[config.mk]
export PLATFORM = sky130hd
export DESIGN_NAME = spectral_centroid_frame
export DESIGN_NICKNAME = d
export VERILOG_FILES = /design/src/rtl/scf_pkg.sv /design/src/rtl/scf_front.sv /design/src/rtl/scf_fifo.sv /design/src/rtl/scf_back.sv /design/src/rtl/spectral_centroid_frame.sv
export SDC_FILE = /design/constraint.sdc
export NUM_CORES = 2
export LEC_CHECK = 0
export BUFFER_PORTS_ARGS = -buffer_cell sky130_fd_sc_hd__clkbuf_2
export CAP_MARGIN = 0
export CORE_MARGIN = 2
export CORE_UTILIZATION = 40
export CTS_CLUSTER_SIZE = 30
export DETAILED_ROUTE_END_ITERATION = 6
export PLACE_DENSITY = 0.55
export SYNTH_ARGS = -nofsm -noshare
export SYNTH_HDL_FRONTEND = slang
export SYNTH_HIERARCHICAL = 1
export SYNTH_SLANG_ARGS = --single-unit
[constraint.sdc]
create_clock -name i_clk -period 11.45 [get_ports i_clk]
set_input_delay 2.29 -clock i_clk [delete_from_list [all_inputs] [get_ports i_clk]]
set_output_delay 2.29 -clock i_clk [all_outputs]
set_load 0.02 [all_outputs]
[src/rtl/scf_pkg.sv]
// Shared types and constants for the spectral centroid frame block.
// No dependencies; imported by every module under rtl/.
package scf_pkg;

    localparam int FRAME_BINS = 513;
    localparam int BIN_W      = 10;
    localparam int MAG_W      = 16;
    localparam int SR_W       = 18;
    localparam int MSUM_W     = 26;
    localparam int WSUM_W     = 36;
    localparam int OUT_W      = 22;

    localparam logic [BIN_W-1:0] LAST_BIN  = BIN_W'(FRAME_BINS - 1);
    localparam logic [SR_W-1:0]  SR_RESET  = SR_W'(44100);

    // Back end arithmetic
    localparam int MUL_W     = WSUM_W / 2;          // half of weighted sum per multiply
    localparam int PROD_W    = MUL_W + SR_W;
    localparam int NUM_W     = WSUM_W + SR_W;       // weighted_sum * sample_rate
    localparam int SCALE_SH  = 4;                   // 1/16 Hz units
    localparam int N_W       = NUM_W + SCALE_SH;
    localparam int DEN_W     = N_W - OUT_W;
    localparam int DCNT_W    = $clog2(OUT_W);

    // Frame queue
    localparam int FIFO_DEPTH = 2;
    localparam int PTR_W      = $clog2(FIFO_DEPTH);
    localparam int FCNT_W     = $clog2(FIFO_DEPTH + 1);

    typedef struct packed {
        logic [WSUM_W-1:0] wsum;
        logic [MSUM_W-1:0] msum;
        logic [SR_W-1:0]   sr;
    } t_frame;

    typedef struct packed {
        logic full;
        logic empty;
    } t_q_status;

    typedef enum logic [2:0] {
        B_IDLE,
        B_MUL_LO,
        B_MUL_HI,
        B_SUM,
        B_DIV,
        B_DONE
    } t_bstate;

endpackage

[src/rtl/scf_front.sv]
// Front end: takes bins, accumulates magnitude and weighted sums, holds sample rate.
// Depends on scf_pkg; pushes finished frame sums into scf_fifo.
module scf_front (
    input  logic                      i_clk,
    input  logic                      i_rst_n,
    input  logic                      i_in_valid,
    output logic                      o_in_stall,
    input  logic [scf_pkg::MAG_W-1:0] i_magnitude,
    input  logic                      i_cfg_valid,
    output logic                      o_cfg_ready,
    input  logic [scf_pkg::SR_W-1:0]  i_cfg_data,
    input  scf_pkg::t_q_status        i_q_status,
    output logic                      o_push,
    output scf_pkg::t_frame           o_frame
);
    import scf_pkg::*;

    logic [BIN_W-1:0]       r_bin;
    logic [MSUM_W-1:0]      r_msum;
    logic [WSUM_W-1:0]      r_wsum;
    logic [SR_W-1:0]        r_sr;
    logic [MSUM_W-1:0]      n_msum;
    logic [WSUM_W-1:0]      n_wsum;
    logic [BIN_W+MAG_W-1:0] w_prod;
    logic                   w_accept;
    logic                   w_last;

    assign o_in_stall  = i_q_status.full;
    assign o_cfg_ready = 1'b1;
    assign w_accept    = i_in_valid & ~i_q_status.full;
    assign w_last      = (r_bin == LAST_BIN);

    assign w_prod = r_bin * i_magnitude;
    assign n_msum = r_msum + MSUM_W'(i_magnitude);
    assign n_wsum = r_wsum + WSUM_W'(w_prod);

    assign o_push       = w_accept & w_last;
    assign o_frame.wsum = n_wsum;
    assign o_frame.msum = n_msum;
    assign o_frame.sr   = r_sr;

    always_ff @(posedge i_clk) begin
        if (!i_rst_n) begin
            r_bin  <= '0;
            r_msum <= '0;
            r_wsum <= '0;
            r_sr   <= SR_RESET;
        end else begin
            if (w_accept) begin
                if (w_last) begin
                    r_bin  <= '0;
                    r_msum <= '0;
                    r_wsum <= '0;
                end else begin
                    r_bin  <= r_bin + BIN_W'(1);
                    r_msum <= n_msum;
                    r_wsum <= n_wsum;
                end
            end
            if (i_cfg_valid) begin
                r_sr <= i_cfg_data;
            end
        end
    end

endmodule

[src/rtl/scf_fifo.sv]
// Short queue of finished frame sums between front and back end.
// Depends on scf_pkg for the frame word type and depth.
module scf_fifo (
    input  logic               i_clk,
    input  logic               i_rst_n,
    input  logic               i_push,
    input  scf_pkg::t_frame    i_wdata,
    input  logic               i_pop,
    output scf_pkg::t_frame    o_rdata,
    output scf_pkg::t_q_status o_status
);
    import scf_pkg::*;

    t_frame            r_mem [FIFO_DEPTH];
    logic [PTR_W-1:0]  r_wp;
    logic [PTR_W-1:0]  r_rp;
    logic [FCNT_W-1:0] r_cnt;

    assign o_rdata        = r_mem[r_rp];
    assign o_status.full  = (r_cnt == FCNT_W'(FIFO_DEPTH));
    assign o_status.empty = (r_cnt == '0);

    always_ff @(posedge i_clk) begin
        if (i_push) begin
            r_mem[r_wp] <= i_wdata;
        end
    end

    always_ff @(posedge i_clk) begin
        if (!i_rst_n) begin
            r_wp  <= '0;
            r_rp  <= '0;
            r_cnt <= '0;
        end else begin
            if (i_push) begin
                r_wp <= (r_wp == PTR_W'(FIFO_DEPTH - 1)) ? '0 : r_wp + PTR_W'(1);
            end
            if (i_pop) begin
                r_rp <= (r_rp == PTR_W'(FIFO_DEPTH - 1)) ? '0 : r_rp + PTR_W'(1);
            end
            case ({i_push, i_pop})
                2'b10:   r_cnt <= r_cnt + FCNT_W'(1);
                2'b01:   r_cnt <= r_cnt - FCNT_W'(1);
                default: r_cnt <= r_cnt;
            endcase
        end
    end

endmodule

[src/rtl/scf_back.sv]
// Back end: scales one frame's sums and divides them bit by bit into the centroid.
// Depends on scf_pkg; pops frames from scf_fifo and owns the output register.
module scf_back (
    input  logic                      i_clk,
    input  logic                      i_rst_n,
    input  scf_pkg::t_frame           i_frame,
    input  scf_pkg::t_q_status        i_q_status,
    output logic                      o_pop,
    output logic                      o_out_valid,
    input  logic                      i_out_stall,
    output logic [scf_pkg::OUT_W-1:0] o_centroid_hz
);
    import scf_pkg::*;

    t_bstate           r_state;
    t_bstate           n_state;
    logic [WSUM_W-1:0] r_ws;
    logic [SR_W-1:0]   r_sr;
    logic [DEN_W-1:0]  r_den;
    logic [PROD_W-1:0] r_plo;
    logic [PROD_W-1:0] r_phi;
    logic [DEN_W-1:0]  r_rem;
    logic [OUT_W-1:0]  r_nlo;
    logic [OUT_W-1:0]  r_q;
    logic [DCNT_W-1:0] r_cnt;
    logic              r_out_valid;
    logic [OUT_W-1:0]  r_out;

    logic [MUL_W-1:0]  w_mul_a;
    logic [PROD_W-1:0] w_prod;
    logic [NUM_W-1:0]  w_num;
    logic [N_W-1:0]    w_n;
    logic [DEN_W:0]    w_rem_sh;
    logic [DEN_W:0]    w_diff;
    logic              w_ge;
    logic              w_div_last;
    logic              w_out_free;

    // One shared multiplier: low half of weighted sum, then high half
    assign w_mul_a = (r_state == B_MUL_LO) ? r_ws[MUL_W-1:0] : r_ws[WSUM_W-1:MUL_W];
    assign w_prod  = w_mul_a * r_sr;

    assign w_num = {r_phi, {MUL_W{1'b0}}} + NUM_W'(r_plo);
    assign w_n   = {w_num, {SCALE_SH{1'b0}}};

    // Restoring division step: quotient fits OUT_W bits, so top part starts below divisor
    assign w_rem_sh = {r_rem, r_nlo[OUT_W-1]};
    assign w_diff   = w_rem_sh - {1'b0, r_den};
    assign w_ge     = (w_rem_sh >= {1'b0, r_den});

    assign w_div_last = (r_cnt == DCNT_W'(OUT_W - 1));
    assign w_out_free = ~r_out_valid | ~i_out_stall;

    assign o_pop         = (r_state == B_IDLE) & ~i_q_status.empty;
    assign o_out_valid   = r_out_valid;
    assign o_centroid_hz = r_out;

    always_comb begin
        n_state = r_state;
        unique case (r_state)
            B_IDLE: begin
                if (!i_q_status.empty) n_state = B_MUL_LO;
            end
            B_MUL_LO: n_state = B_MUL_HI;
            B_MUL_HI: n_state = B_SUM;
            B_SUM:    n_state = B_DIV;
            B_DIV: begin
                if (w_div_last) n_state = B_DONE;
            end
            B_DONE: begin
                if (w_out_free) n_state = B_IDLE;
            end
            default: n_state = B_IDLE;
        endcase
    end

    always_ff @(posedge i_clk) begin
        if (!i_rst_n) begin
            r_state <= B_IDLE;
        end else begin
            r_state <= n_state;
        end
    end

    always_ff @(posedge i_clk) begin
        case (r_state)
            B_IDLE: begin
                r_ws  <= i_frame.wsum;
                r_sr  <= i_frame.sr;
                r_den <= DEN_W'(i_frame.msum) * DEN_W'(FRAME_BINS);
            end
            B_MUL_LO: r_plo <= w_prod;
            B_MUL_HI: r_phi <= w_prod;
            B_SUM: begin
                r_rem <= w_n[N_W-1:OUT_W];
                r_nlo <= w_n[OUT_W-1:0];
                r_cnt <= '0;
            end
            B_DIV: begin
                r_rem <= w_ge ? w_diff[DEN_W-1:0] : w_rem_sh[DEN_W-1:0];
                r_nlo <= {r_nlo[OUT_W-2:0], 1'b0};
                r_q   <= {r_q[OUT_W-2:0], w_ge};
                r_cnt <= r_cnt + DCNT_W'(1);
            end
            default: begin
            end
        endcase
    end

    always_ff @(posedge i_clk) begin
        if (!i_rst_n) begin
            r_out_valid <= 1'b0;
        end else if (r_state == B_DONE && w_out_free) begin
            r_out_valid <= 1'b1;
        end else if (!i_out_stall) begin
            r_out_valid <= 1'b0;
        end
    end

    // Silent frame: zero divisor gives zero
    always_ff @(posedge i_clk) begin
        if (r_state == B_DONE && w_out_free) begin
            r_out <= (r_den == '0) ? '0 : r_q;
        end
    end

endmodule

[src/rtl/spectral_centroid_frame.sv]
// Top level of the spectral centroid frame block.
// Depends on scf_pkg, scf_front, scf_fifo and scf_back.
//
// Input channel: one magnitude word per bin (i_in_valid / o_in_stall), in bin
// order, FRAME_BINS bins per frame. Output channel: one centroid word per frame
// (o_out_valid / i_out_stall), in 1/16 Hz, zero for a silent frame.
// Config channel: i_cfg_valid / o_cfg_ready writes the sample rate; it is
// always ready and the value is sampled at each frame end.
// Throughput: one bin per cycle while the queue is not full. Each frame's sums go
// into a two-entry queue; the back end takes one frame at a time (scaling on one
// 18x18 multiplier, 22 restoring division steps, one output load).
// When the receiver stalls, the queue fills and
// o_in_stall rises until a frame leaves; the result word holds while stalled.
// Reset (synchronous, active low) clears the bin counter, sums, queue and
// output valid, and sets the sample rate to 44100.
module spectral_centroid_frame (
    input  logic                      i_clk,
    input  logic                      i_rst_n,
    input  logic                      i_in_valid,
    output logic                      o_in_stall,
    input  logic [scf_pkg::MAG_W-1:0] i_magnitude,
    output logic                      o_out_valid,
    input  logic                      i_out_stall,
    output logic [scf_pkg::OUT_W-1:0] o_centroid_hz,
    input  logic                      i_cfg_valid,
    output logic                      o_cfg_ready,
    input  logic [scf_pkg::SR_W-1:0]  i_cfg_data
);
    import scf_pkg::*;

    t_frame    w_push_frame;
    t_frame    w_pop_frame;
    t_q_status w_q_status;
    logic      w_push;
    logic      w_pop;

    scf_front u_front (
        .i_clk       (i_clk),
        .i_rst_n     (i_rst_n),
        .i_in_valid  (i_in_valid),
        .o_in_stall  (o_in_stall),
        .i_magnitude (i_magnitude),
        .i_cfg_valid (i_cfg_valid),
        .o_cfg_ready (o_cfg_ready),
        .i_cfg_data  (i_cfg_data),
        .i_q_status  (w_q_status),
        .o_push      (w_push),
        .o_frame     (w_push_frame)
    );

    scf_fifo u_fifo (
        .i_clk    (i_clk),
        .i_rst_n  (i_rst_n),
        .i_push   (w_push),
        .i_wdata  (w_push_frame),
        .i_pop    (w_pop),
        .o_rdata  (w_pop_frame),
        .o_status (w_q_status)
    );

    scf_back u_back (
        .i_clk         (i_clk),
        .i_rst_n       (i_rst_n),
        .i_frame       (w_pop_frame),
        .i_q_status    (w_q_status),
        .o_pop         (w_pop),
        .o_out_valid   (o_out_valid),
        .i_out_stall   (i_out_stall),
        .o_centroid_hz (o_centroid_hz)
    );

endmodule

# Word-level counts from Yosys, hierarchy flattened
# Memory sizes are Yosys's and may differ from the RTL's. A register that Yosys moved wholly into a read port is not among the register bits.
# Index checks and enable logic that the tools add are counted.
# classes
add_sub_neg,10
multipliers,3
order_cmp,1
eq_ne,14
n_mux,21
bitwise_logic,8
n_reduce_logical,7
# op_table
cell,count
$mux 36,2
$pmux 36 s2,1
$add 54x36->54,1
$pmux 22 s2,1
$ge 37x36->1,1
$add 36x26->36,1
$logic_not 36->1,1
$mul 18x18->36,1
$mul 26x10->36 const B,1
$sub 36x36->36,1
$add 26x16->26,1
$mul 10x16->26,1
$mux 26,1
$mux 18,1
$pmux 3 s6,1
$add 10x1->10 const B,1
$eq 10x10->1 const B,1
$mux 10,1
$pmux 5 s2,1
$mux 3,3
$mux 1,8
$eq 3x2->1 const B,2
$eq 3x3->1 const B,2
$ne 2x1->1 const B,3
other kinds (18),26
# totals
register_bits,367
mem_bits_rw,160
input_bits,39
output_inout_bits,25
wordCells,84
n_memories,1
# memory_table
name,words,width,rd,rd_clocked_by_memory_dff,wr,line_no,rtl
u_fifo.r_mem,2,80,1,1,1,scf_fifo.sv:14,t_frame r_mem [FIFO_DEPTH];

# Longest topological paths before layout
# depth
ltp_word,6
mapped_depth,29
mapped_depth_nobuf,25

# Modules after synthesis
# Netlist, hierarchy kept.
# modules_own_cells
module,instances,cells_per_inst,area_per_inst_um2,seq_area_each_um2
scf_back,1,2392,24572.3,8037.7
scf_front,1,1246,10548.9,1801.7
scf_fifo,1,271,5967.0,4904.7

# Worst setup path after synthesis
# No wires, ideal clock.
# synth_path
path_type,reg-to-reg
start,register u_back.r_state[1]
end,register u_back.r_phi[35] (data pin)
setup_time_ps,264
arrival_ps,8036
required_ps,11186
path_slack_ps,3149
path_stages_with_launch,27
path_buffers,4
synth_period_minus_slack_ps,8301
path_cell_list,dfxtp_1 > clkbuf_1 > nor3b_1 > buf_2 > buf_1 > mux2_2 > clkbuf_1 > nand2_1 > fa_1 > inv_1 > fa_1 > fa_1 > fa_1 > fa_1 > inv_1 > fa_1 > inv_1 > ha_1 > a21oi_1 > nand2_1 > nor4_1 > a21boi_0 > o211ai_1 > a21oi_1 > a2111o_1 > a21oi_1 > xnor2_1
# synth_via
elab_chain_len,3
# synth_lines
item,line_no,rtl
from (decl),scf_back.sv:15,t_bstate r_state;
from (signal assigned),scf_back.sv:81,r_state <= n_state;
$eq 3x1->1,scf_back.sv:40,assign w_mul_a = (r_state == B_MUL_LO) ? r_ws[MUL_W-1:0] : r_ws[WSUM_W-1:MUL_W];
$mux 18,scf_back.sv:40,
$mul 18x18->36,scf_back.sv:41,assign w_prod = w_mul_a * r_sr;
named net u_back.w_prod[35],scf_back.sv:30,logic [PROD_W-1:0] w_prod;
to (signal assigned),scf_back.sv:93,B_MUL_HI: r_phi <= w_prod;
to (decl),scf_back.sv:21,logic [PROD_W-1:0] r_phi;
# The timed path passes the listed nets, and every way through them passes these cells.
# A chain may end at the register's enable or synchronous reset.

# Final worst setup path
# layout_path
start,register u_back.r_state[0]
end,register u_back.r_phi[35] (data pin)
# Same word-level chain as after synthesis.

==> out/metrics.yaml <==
clocking:
  htreeDepth: 2
  numClockSinks: 524
  ctsRootBufferMaster: "clkbuf_16"
  cts_tree: "done"
  clk_pin_slew_ns: 0.06
  post_cts_buffers: 0
  numCtsBuffers: 60
  clock_path_buffers: 3
  cts-hold-fix-buffers: 0
  cts.repair.resized: 0
  clock_latency_ns: 0.67
critical_path:
  end_kind: "flip-flop"
  worstPathCellList: "nor3b_2 > buf_4 > mux2_2 > and2_1 > fa_1 > inv_1 > fa_1 > inv_1 > fa_1 > fa_1 > fa_1 > inv_1 > fa_1 > inv_1 > ha_1 > a21oi_1 > nand2_1 > nor4_1 > a21boi_0 > o211ai_1 > a21oi_1 > a2111o_1 > a21oi_1 > xnor2_1"
  crit_top_cell: "fa_1"
  cp_top_family: "adder cells"
  worst_ep_required_time_ns: 11.86
  path_buf_inv: 5
  critical_path.max_stage_delay_ns: 0.63
  r2r_end: "u_back/r_phi[35]$_DFFE_PP_"
  worstReg2RegStart: "u_back/r_state[0]$_SDFFE_PN0P_"
  start_kind: "flip-flop"
  cp.depth: 24
  reg2regPathDepth: 24
  crit_path_top_delay_cell: "buf_4"
  critPathArrivalTime_ns: 8.52
  timing.reg2reg.setup_slack_ns: 3.34
  crit_fanout: 54
  path_class: "flip-flop to flip-flop"
floorplan:
  ios: 64
  core-area_sq_um: 102000
  dieArea_sq_um: 105000
  initial_core_util_pct: 40.3
  std_cell_rows: 117
  die_w_um: 325
  die_h_um: 325
timing:
  worstMarginPinSlew_ns: 0.973
  finalHoldViolCount: 0
  timing.final.crit_share_pct: 70.8
  post-route-min-period_ns: 8.11
  setup-tns-final_ns: 0
  relSlewSlack_pct: 35.1
  slew_violations: 0
  finalSetupViolCount: 0
  rsz0062_at_grt: "false"
  fmax_mhz: 123
  hold-worst-slack_ns: 0.443
  clock_skew_ns: 0.0598
synth:
  synth_seq_area_share_pct: 35.9
  synth-seq-cells: 524
  yosys_warnings: 6
  yosys.area.top_type: "edfxtp_1"
  netlist_area_sq_um: 41100
  synth.top_cell.area_share_pct: 31.1
  avgSynthCellArea_sq_um: 10.5
  synth_cell_type_count: 91
  synth_fp_nets: 4629
  ys.flop_type: "edfxtp_1"
  yosys-top-cells-area: "edfxtp_1, fa_1, ha_1"
  synthCells: 3909
  synthArstFlopShare_pct: 0
  synth-edff-count: 425
layout:
  drive_above_1_share_pct: 8.14
  area_delta_synth_final_pct: 9.00
  fin_nets: 4626
worst_hold_path:
  min_to: "u_back/r_q[11]$_DFFE_PP_"
  holdCritPathClass: "flip-flop to flip-flop"
  whs_path_depth: 0
  min_from: "u_back/r_q[10]$_DFFE_PP_"
grt:
  grt_usage_pct: 19.2
  antenna_found_initial: 0
  grt_pass1_wl_mm: 160
  gr-total-overflow: 0
  grt_max_degree: 79
  grt_pass1_vias: 28300
placement:
  dpl.hpwl_mm: 74.9
  gp_congestion: 0.873
  io_buffers: 62
route:
  drtIter0Drc: 1688
  drc_errors: 0
  ant_nets: 0
  wirelength_mm: 99.5
  vias: 27200
  vias_per_cell: 5.10
  first_pass_iters: 5
  wl_per_cell_um: 18.7
run:
  drv_cap: 0
status:
  outcome: "completed"
[cell type report]
class                           instances  area (sq um)
Clock inverter                         30           424
Antenna cell                            1          2.50
Sequential cell                       524         14700
Clock buffer                           83          1650
Timing Repair Buffer                   85           483
Inverter                              573          2150
Multi-Input combinational cell       2662         23600
Tap cell                             1368          1710
Fill cell                            9750         57100
[metal layers]
metal,track usage (%),share of wire (%)
met2,31.5,47
met5,0,0
met3,3.41,5.0
met4,5.09,2.6
met1,26.1,46
[worst max path at each step]
stage,from,end,slack (ns)
final,u_back/r_state[0]$_SDFFE_PN0P_,u_back/r_phi[35]$_DFFE_PP_,3.34
after global routing,u_back/r_state[0]$_SDFFE_PN0P_,u_back/r_phi[35]$_DFFE_PP_,2.69
after CTS,u_back/r_state[0]$_SDFFE_PN0P_,u_back/r_phi[35]$_DFFE_PP_,3.30
after detailed placement,u_back/r_state[0]$_SDFFE_PN0P_,u_back/r_plo[35]$_DFFE_PP_,3.33
after global placement,u_back/r_state[0]$_SDFFE_PN0P_,u_back/r_phi[35]$_DFFE_PP_,3.35
after floorplan,u_back/r_state[1]$_SDFFE_PN0P_,u_back/r_phi[35]$_DFFE_PP_,3.15
[worst register-to-register path, cell delays in order (launching register included)]
cell      delay [ns]
dfxtp_1         0.54
nor3b_2         0.23
buf_4           0.63
mux2_2          0.62
and2_1          0.25
fa_1            0.53
inv_1           0.05
fa_1            0.48
inv_1           0.06
fa_1            0.50
fa_1            0.51
fa_1            0.55
inv_1           0.05
fa_1            0.55
inv_1           0.05
ha_1            0.36
a21oi_1         0.24
nand2_1         0.08
nor4_1          0.17
a21boi_0        0.29
o211ai_1        0.34
a21oi_1         0.11
a2111o_1        0.39
a21oi_1         0.18
xnor2_1         0.09
[cells in the final DEF, fill, tap and decap left out, types with 22 or more instances in the layout]
| cell | synthesis | final |
|---|---|---|
| nand4_1 | 33 | 33 |
| edfxtp_1 | 425 | 425 |
| mux2i_1 | 38 | 38 |
| nor2_1 | 162 | 159 |
| clkbuf_16 | 0 | 60 |
| nor3_1 | 39 | 37 |
| and3_1 | 29 | 29 |
| a22o_1 | 22 | 22 |
| fa_1 | 396 | 396 |
| and2_1 | 223 | 222 |
| clkbuf_2 | 0 | 62 |
| nand2b_1 | 29 | 28 |
| inv_1 | 571 | 570 |
| a21o_1 | 62 | 62 |
| xor2_1 | 61 | 61 |
| xnor2_1 | 104 | 104 |
| buf_4 | 2 | 23 |
| a21oi_1 | 138 | 138 |
| mux2_2 | 101 | 101 |
| ha_1 | 285 | 285 |
| nor2b_1 | 38 | 38 |
| o21ai_0 | 60 | 60 |
| dfxtp_1 | 99 | 98 |
| nand2_1 | 481 | 480 |
| a31oi_1 | 36 | 36 |
| nand3_1 | 72 | 72 |
[state kept, by name, indices dropped and copies added, names as in the netlist, 22 cells and up, named ones only]
| name | flops |
|---|---|
| u_back/r_den | 36 |
| u_back/r_rem | 36 |
| u_front/r_msum | 26 |
| u_back/r_phi | 36 |
| u_fifo/r_mem | 160 |
| u_back/r_q | 22 |
| u_front/r_wsum | 36 |
| u_back/r_plo | 36 |
| u_back/o_centroid_hz | 22 |
| u_back/r_ws | 36 |
[synthesized netlist by cell type (22+ instances only)]
library cell    n
nor2b_1        38
nand2_1       481
a21oi_1       138
clkbuf_1      105
nand2b_1       29
xnor2_1       104
nand3_1        72
mux2_2        101
nor3_1         39
and3_1         29
ha_1          285
nand4_1        33
nor2_1        162
a22o_1         22
xor2_1         61
and2_1        223
mux2i_1        38
edfxtp_1      425
a31oi_1        36
a21o_1         62
inv_1         571
dfxtp_1        99
o21ai_0        60
fa_1          396
[metrics by stage]
| step | util [%] | cell area [sq um] | instances | setup slack, ns |
|---|---|---|---|---|
| floorplan | - | 41100 | 3909 | 3.15 |
| global placement | 41.9 | 42700 | 5212 | 3.35 |
| detailed placement | 41.9 | 42700 | 5212 | 3.33 |
| CTS | 44.0 | 44800 | 5325 | 3.30 |
| global route | 44.0 | 44800 | 5325 | 2.69 |
| finish | 44.0 | 44800 | 5326 | 3.34 |
[kinds of logic (layout without fill, tap and decap cells)]
family                   count (synthesis)  in the layout  synth area share (%)
adder cells (fa/ha/maj)                681            681                  28.0
buffers and inverters                  723            771                  6.75
XOR/XNOR                               165            165                  3.52
multiplexers                           141            141                  3.77
AO/OA/AOI/OAI                          501            501                  8.30
AND/OR/NAND/NOR                       1173           1173                  13.8
flip-flops                             524            524                  35.9
other                                    1              2               0.00913
Power is not shown: default switching activity piles up to over one toggle a cycle in this logic, so the estimate is an artifact.
